### src/sv/rau_pkg.sv
// rau_pkg: shared types and codes for the rational arithmetic unit
// used by rau_ctrl, rau_dp and rational_arithmetic_unit; no dependencies
package rau_pkg;

  // opcodes
  localparam logic [2:0] OP_ADD = 3'd0;
  localparam logic [2:0] OP_SUB = 3'd1;
  localparam logic [2:0] OP_MUL = 3'd2;
  localparam logic [2:0] OP_DIV = 3'd3;
  localparam logic [2:0] OP_RED = 3'd4;
  localparam logic [2:0] OP_NEG = 3'd5;

  // order codes
  localparam logic [1:0] ORD_LESS  = 2'd0;
  localparam logic [1:0] ORD_EQUAL = 2'd1;
  localparam logic [1:0] ORD_GREAT = 2'd2;

  // status codes
  localparam logic [1:0] ST_OK   = 2'd0;
  localparam logic [1:0] ST_ZERO = 2'd1;
  localparam logic [1:0] ST_OVF  = 2'd2;

  // datapath commands
  typedef enum logic [3:0] {
    CMD_NONE,
    CMD_LOAD,
    CMD_MUL,
    CMD_SEL,
    CMD_GCD,
    CMD_DIVN_INIT,
    CMD_DIV_STEP,
    CMD_DIVD_INIT,
    CMD_DIVD_DONE,
    CMD_OUT
  } cmd_e;

  typedef struct packed {
    cmd_e       code;
    logic [1:0] mul_sel;
  } cmd_t;

  typedef struct packed {
    logic err;
    logic gcd_done;
  } stat_t;

endpackage

### src/sv/rau_ctrl.sv
// rau_ctrl: sequencer for the rational arithmetic unit
// drives rau_dp through cmd_t and reads stat_t; depends on rau_pkg
module rau_ctrl import rau_pkg::*; #(
  parameter int WORD_BITS = 32
) (
  input  logic  clk_i,
  input  logic  rst_ni,
  input  logic  in_valid_i,
  output logic  in_stall_o,
  output logic  out_valid_o,
  input  logic  out_stall_i,
  output cmd_t  cmd_o,
  input  stat_t stat_i
);

  localparam int PW = 2 * WORD_BITS;
  localparam int CW = $clog2(PW);

  localparam logic [3:0] S_IDLE   = 4'd0;
  localparam logic [3:0] S_MUL    = 4'd1;
  localparam logic [3:0] S_SEL    = 4'd2;
  localparam logic [3:0] S_GCD    = 4'd3;
  localparam logic [3:0] S_DIVN   = 4'd4;
  localparam logic [3:0] S_DIVD   = 4'd5;
  localparam logic [3:0] S_DDONE  = 4'd6;
  localparam logic [3:0] S_FIN    = 4'd7;
  localparam logic [3:0] S_DSTORE = 4'd8;

  logic [3:0]    state_q, state_d;
  logic [CW-1:0] cnt_q, cnt_d;
  logic          out_valid_q, out_valid_d;

  // next state and command
  always_comb begin
    state_d       = state_q;
    cnt_d         = cnt_q;
    out_valid_d   = out_valid_q && out_stall_i;
    cmd_o.code    = CMD_NONE;
    cmd_o.mul_sel = cnt_q[1:0];
    unique case (state_q)
      S_IDLE: begin
        if (in_valid_i) begin
          cmd_o.code = CMD_LOAD;
          cnt_d      = '0;
          state_d    = S_MUL;
        end
      end
      S_MUL: begin
        cmd_o.code = CMD_MUL;
        cnt_d      = cnt_q + 1'b1;
        if (cnt_q == CW'(3)) state_d = S_SEL;
      end
      S_SEL: begin
        cmd_o.code = CMD_SEL;
        state_d    = stat_i.err ? S_FIN : S_GCD;
      end
      S_GCD: begin
        if (stat_i.gcd_done) begin
          cmd_o.code = CMD_DIVN_INIT;
          cnt_d      = '0;
          state_d    = S_DIVN;
        end else begin
          cmd_o.code = CMD_GCD;
        end
      end
      S_DIVN: begin
        cmd_o.code = CMD_DIV_STEP;
        cnt_d      = cnt_q + 1'b1;
        if (cnt_q == CW'(PW - 1)) state_d = S_DIVD;
      end
      S_DIVD: begin
        // stores the numerator quotient and loads the denominator into the divider
        cmd_o.code = CMD_DIVD_INIT;
        cnt_d      = '0;
        state_d    = S_DDONE;
      end
      S_DDONE: begin
        cmd_o.code = CMD_DIV_STEP;
        cnt_d      = cnt_q + 1'b1;
        if (cnt_q == CW'(PW - 1)) begin
          state_d = S_DSTORE;
        end
      end
      S_DSTORE: begin
        // store the denominator quotient
        cmd_o.code = CMD_DIVD_DONE;
        state_d    = S_FIN;
      end
      S_FIN: begin
        if (!out_valid_q || !out_stall_i) begin
          cmd_o.code  = CMD_OUT;
          out_valid_d = 1'b1;
          state_d     = S_IDLE;
        end
      end
      default: state_d = S_IDLE;
    endcase
  end

  // state registers
  always_ff @(posedge clk_i or negedge rst_ni) begin
    if (!rst_ni) begin
      state_q     <= S_IDLE;
      cnt_q       <= '0;
      out_valid_q <= 1'b0;
    end else begin
      state_q     <= state_d;
      cnt_q       <= cnt_d;
      out_valid_q <= out_valid_d;
    end
  end

  assign in_stall_o  = (state_q != S_IDLE);
  assign out_valid_o = out_valid_q;

endmodule

### config.mk
export PLATFORM = sky130hd
export DESIGN_NAME = rau_ctrl
export DESIGN_NICKNAME = d
export VERILOG_FILES = /design/src/sv/rau_pkg.sv /design/src/sv/rau_ctrl.sv
export SDC_FILE = /design/constraint.sdc
export NUM_CORES = 1
export LEC_CHECK = 0
export BUFFER_PORTS_ARGS = -buffer_cell sky130_fd_sc_hd__buf_2
export CAP_MARGIN = 10
export CORE_MARGIN = 8
export CORE_UTILIZATION = 51
export DETAILED_ROUTE_END_ITERATION = 7
export GPL_ROUTABILITY_DRIVEN = 0
export PLACE_DENSITY = 0.71
export SLEW_MARGIN = 15
export SYNTH_ARGS = -nofsm -noshare
export SYNTH_HDL_FRONTEND = slang
export SYNTH_SLANG_ARGS = --single-unit
### constraint.sdc
create_clock -name clk_i -period 2.37 [get_ports clk_i]
set_input_delay 0.474 -clock clk_i [delete_from_list [all_inputs] [get_ports clk_i]]
set_output_delay 0.474 -clock clk_i [all_outputs]
set_load 0.005 [all_outputs]
==> run metrics <==
DRT iter0 DRCs 15; Total Power ~1.2 mW; vias just under 700; Worst R2R End state_q[0]; peak supply drop 643 uV; CTS tree done; largest net degree at the start of global routing 19; Tightest Hold Check Type input pin to asynchronous set/reset pin; Synth top area share 35.4%; share of cells above drive strength 1 about a fifth; ys flop type dfrtp_1; CTS root buffer clkbuf_4; Synth Cell Area 777 sq um; Post-Syn Instances 88; Leak Pwr 0.399 nW; Nets roughly 110; worst-path maximum fanout 18; global-route wire length before repair 2690 um; Final Slew Violations 0; num rows 14; Logic pwr share 54.3%; Max-Cap Viols 0; Final Core Density a little under three fifths; DR vias/cell 6.06; count of final hold-check violations 0; HPWL Detailed 1160 um; Area Growth Syn to Fin 9.02%; RSZ-0062 raised after global routing no; Critical Path Start Type flip-flop; final worst slack around 0.23 ns; Num CTS Buffers 3; Flop pwr share 34.6%; synth cell count leaders dfrtp_1, nor2_1, nand2_1; Tmin final 2.14 ns; Final Cycle Share 90.2%; I/O pin cnt 14; IO Port Bufs 13; Warnings, synthesis 0; worst-skew pair later-pin latency 0.28 ns; Power Dens Cells 1360 nW/um^2; EDFF count, synth 0; final wirelength 1590 um; syn_area_per_cell 8.83 sq um; Setup Slack @ Placement 0.405 ns; filler cell count ~140; sw frac 44.4%; switching power 512 uW; syn nets 95; H-Tree Depth 1; final-report setup violation count 0; CP required 1.90 ns; post-cts resize count 0; ANT cells 0; Max transition margin 64.6%; CP Data Arrival Time roughly 1.7 ns; sequential area share after synthesis 35.4%; clk sinks 11; WS Path Type flip-flop to output port; Max Freq ~470 MHz; DR pass1 iterations 4; GR Overflow Total 0; DRT antenna net count 0; kind of end point of the critical path output port; Total Routing Usage GR approximately 12%; routed len/inst 14.0 um; Synth Register Bits 11; post-CTS setup buffers 0; Final Skew 0.0107 ns; R2R cell count 4; TNS Setup 0 ns; clock share of power 11.0%; Die X around 55 um; Starting Density 52.8%; vias in the first global route 604; initial antenna violation count 0; die area around 3000 sq um; worst r2r src state_q[0]; Netlist cell types 39; asr flop ratio synth 100%; Residual DRC 0; CTS clk-pin slew, worst paths about 0.070 ns; Bufs on Longest Clock Path 2; # hold bufs at CTS 0; FF-to-FF setup slack ~0.37 ns; Die Ht approximately 55 um; hold slack final 0.0490 ns; outcome completed; core area 1470 sq um; largest area contributor in the netlist dfrtp_1; worst-margin pin slew 0.530 ns; internal cell power approximately 640 uW; main area contributors after synthesis dfrtp_1, nor2_1, mux2i_1
-- worst max-delay path, stage by stage, from the launching register on --
cell,delay [ns]
dfrtp_1,0.68
nor2_1,0.14
a222oi_1,0.35
nor3_1,0.08
buf_2,0.14
-- flip-flops by register name, summed over array words and instances, names as in the netlist --
| signal | count |
|---|---|
| out_valid_o | 1 |
| cnt_q | 6 |
| state_q | 4 |
-- cell type report --
class | instances | area, sq um | share of cell area (%)
sequential | 11 | 275 | 32.5
multi-input combinational | 69 | 457 | 53.9
inverter | 1 | 3.75 | 0.443
clock buffer | 4 | 26.3 | 3.10
timing repair buffer | 13 | 65.1 | 7.68
tap | 16 | 20.0 | 2.36
-- power groups by stage --
stage	combinational, mW	clock (mW)	sequential, mW
floorplan	0.597	0	0.299
global placement	0.628	0	0.394
detailed placement	0.631	0	0.399
CTS	0.633	0.132	0.394
global route	0.702	0.141	0.418
finish	0.627	0.127	0.399
-- how the worst max path moves through the flow --
| stage | slack, ns | startpoint | cells past startpoint | endpoint |
|---|---|---|---|---|
| 2_1_floorplan | 0.55 | cnt_q[0] | 5 | state_q[0] |
| 3_3_place_gp | 0.44 | state_q[0] | 4 | state_q[0] |
| 3_5_place_dp | 0.40 | state_q[0] | 4 | state_q[0] |
| 4_1_cts | 0.24 | state_q[0] | 4 | cmd_o[2] |
| 5_1_grt | 0.08 | state_q[0] | 4 | cmd_o[2] |
| 6_report | 0.23 | state_q[0] | 4 | cmd_o[2] |
-- layer usage --
layer | vias up | GRT usage [%] | wire [um]
li1 | 346 | - | -
met1 | 322 | 15.6 | 743
met2 | 21 | 18.1 | 708
met3 | 2 | 5.61 | 132
met4 | 0 | 3.60 | 10
met5 | - | 0 | 0
-- cell usage in the layout, fill, tap and decap left out, drive strengths merged, types with 3 or more instances in the layout --
| cell | Yosys | final |
|---|---|---|
| buf | 3 | 13 |
| nor2 | 11 | 11 |
| dfrtp | 11 | 11 |
| nand2 | 8 | 8 |
| nor3 | 4 | 4 |
| nor3b | 4 | 4 |
| clkbuf | 4 | 4 |
| o21ai | 3 | 3 |
| nand3 | 3 | 3 |
| mux2i | 3 | 3 |
-- stage by stage --
stage | instance area (sq um) | std cells
2_1_floorplan | 777 | 88
5_1_grt | 847 | 114
3_3_place_gp | 821 | 110
6_report | 847 | 114
3_5_place_dp | 821 | 110
4_1_cts | 847 | 114
-- cell families (layout without fill, tap and decap cells) --
group,after synthesis,after routing,share of synthesized area (%)
and+or+nand+nor,39,39,26.4
adders and majority gates,1,1,1.61
buffers and inverters,8,18,5.80
AOI/OAI and AO/OA,22,22,21.6
muxes,4,4,5.80
DFF,11,11,35.4
xor gates and xnor gates,3,3,3.38
(Power assumes the default switching activity.)
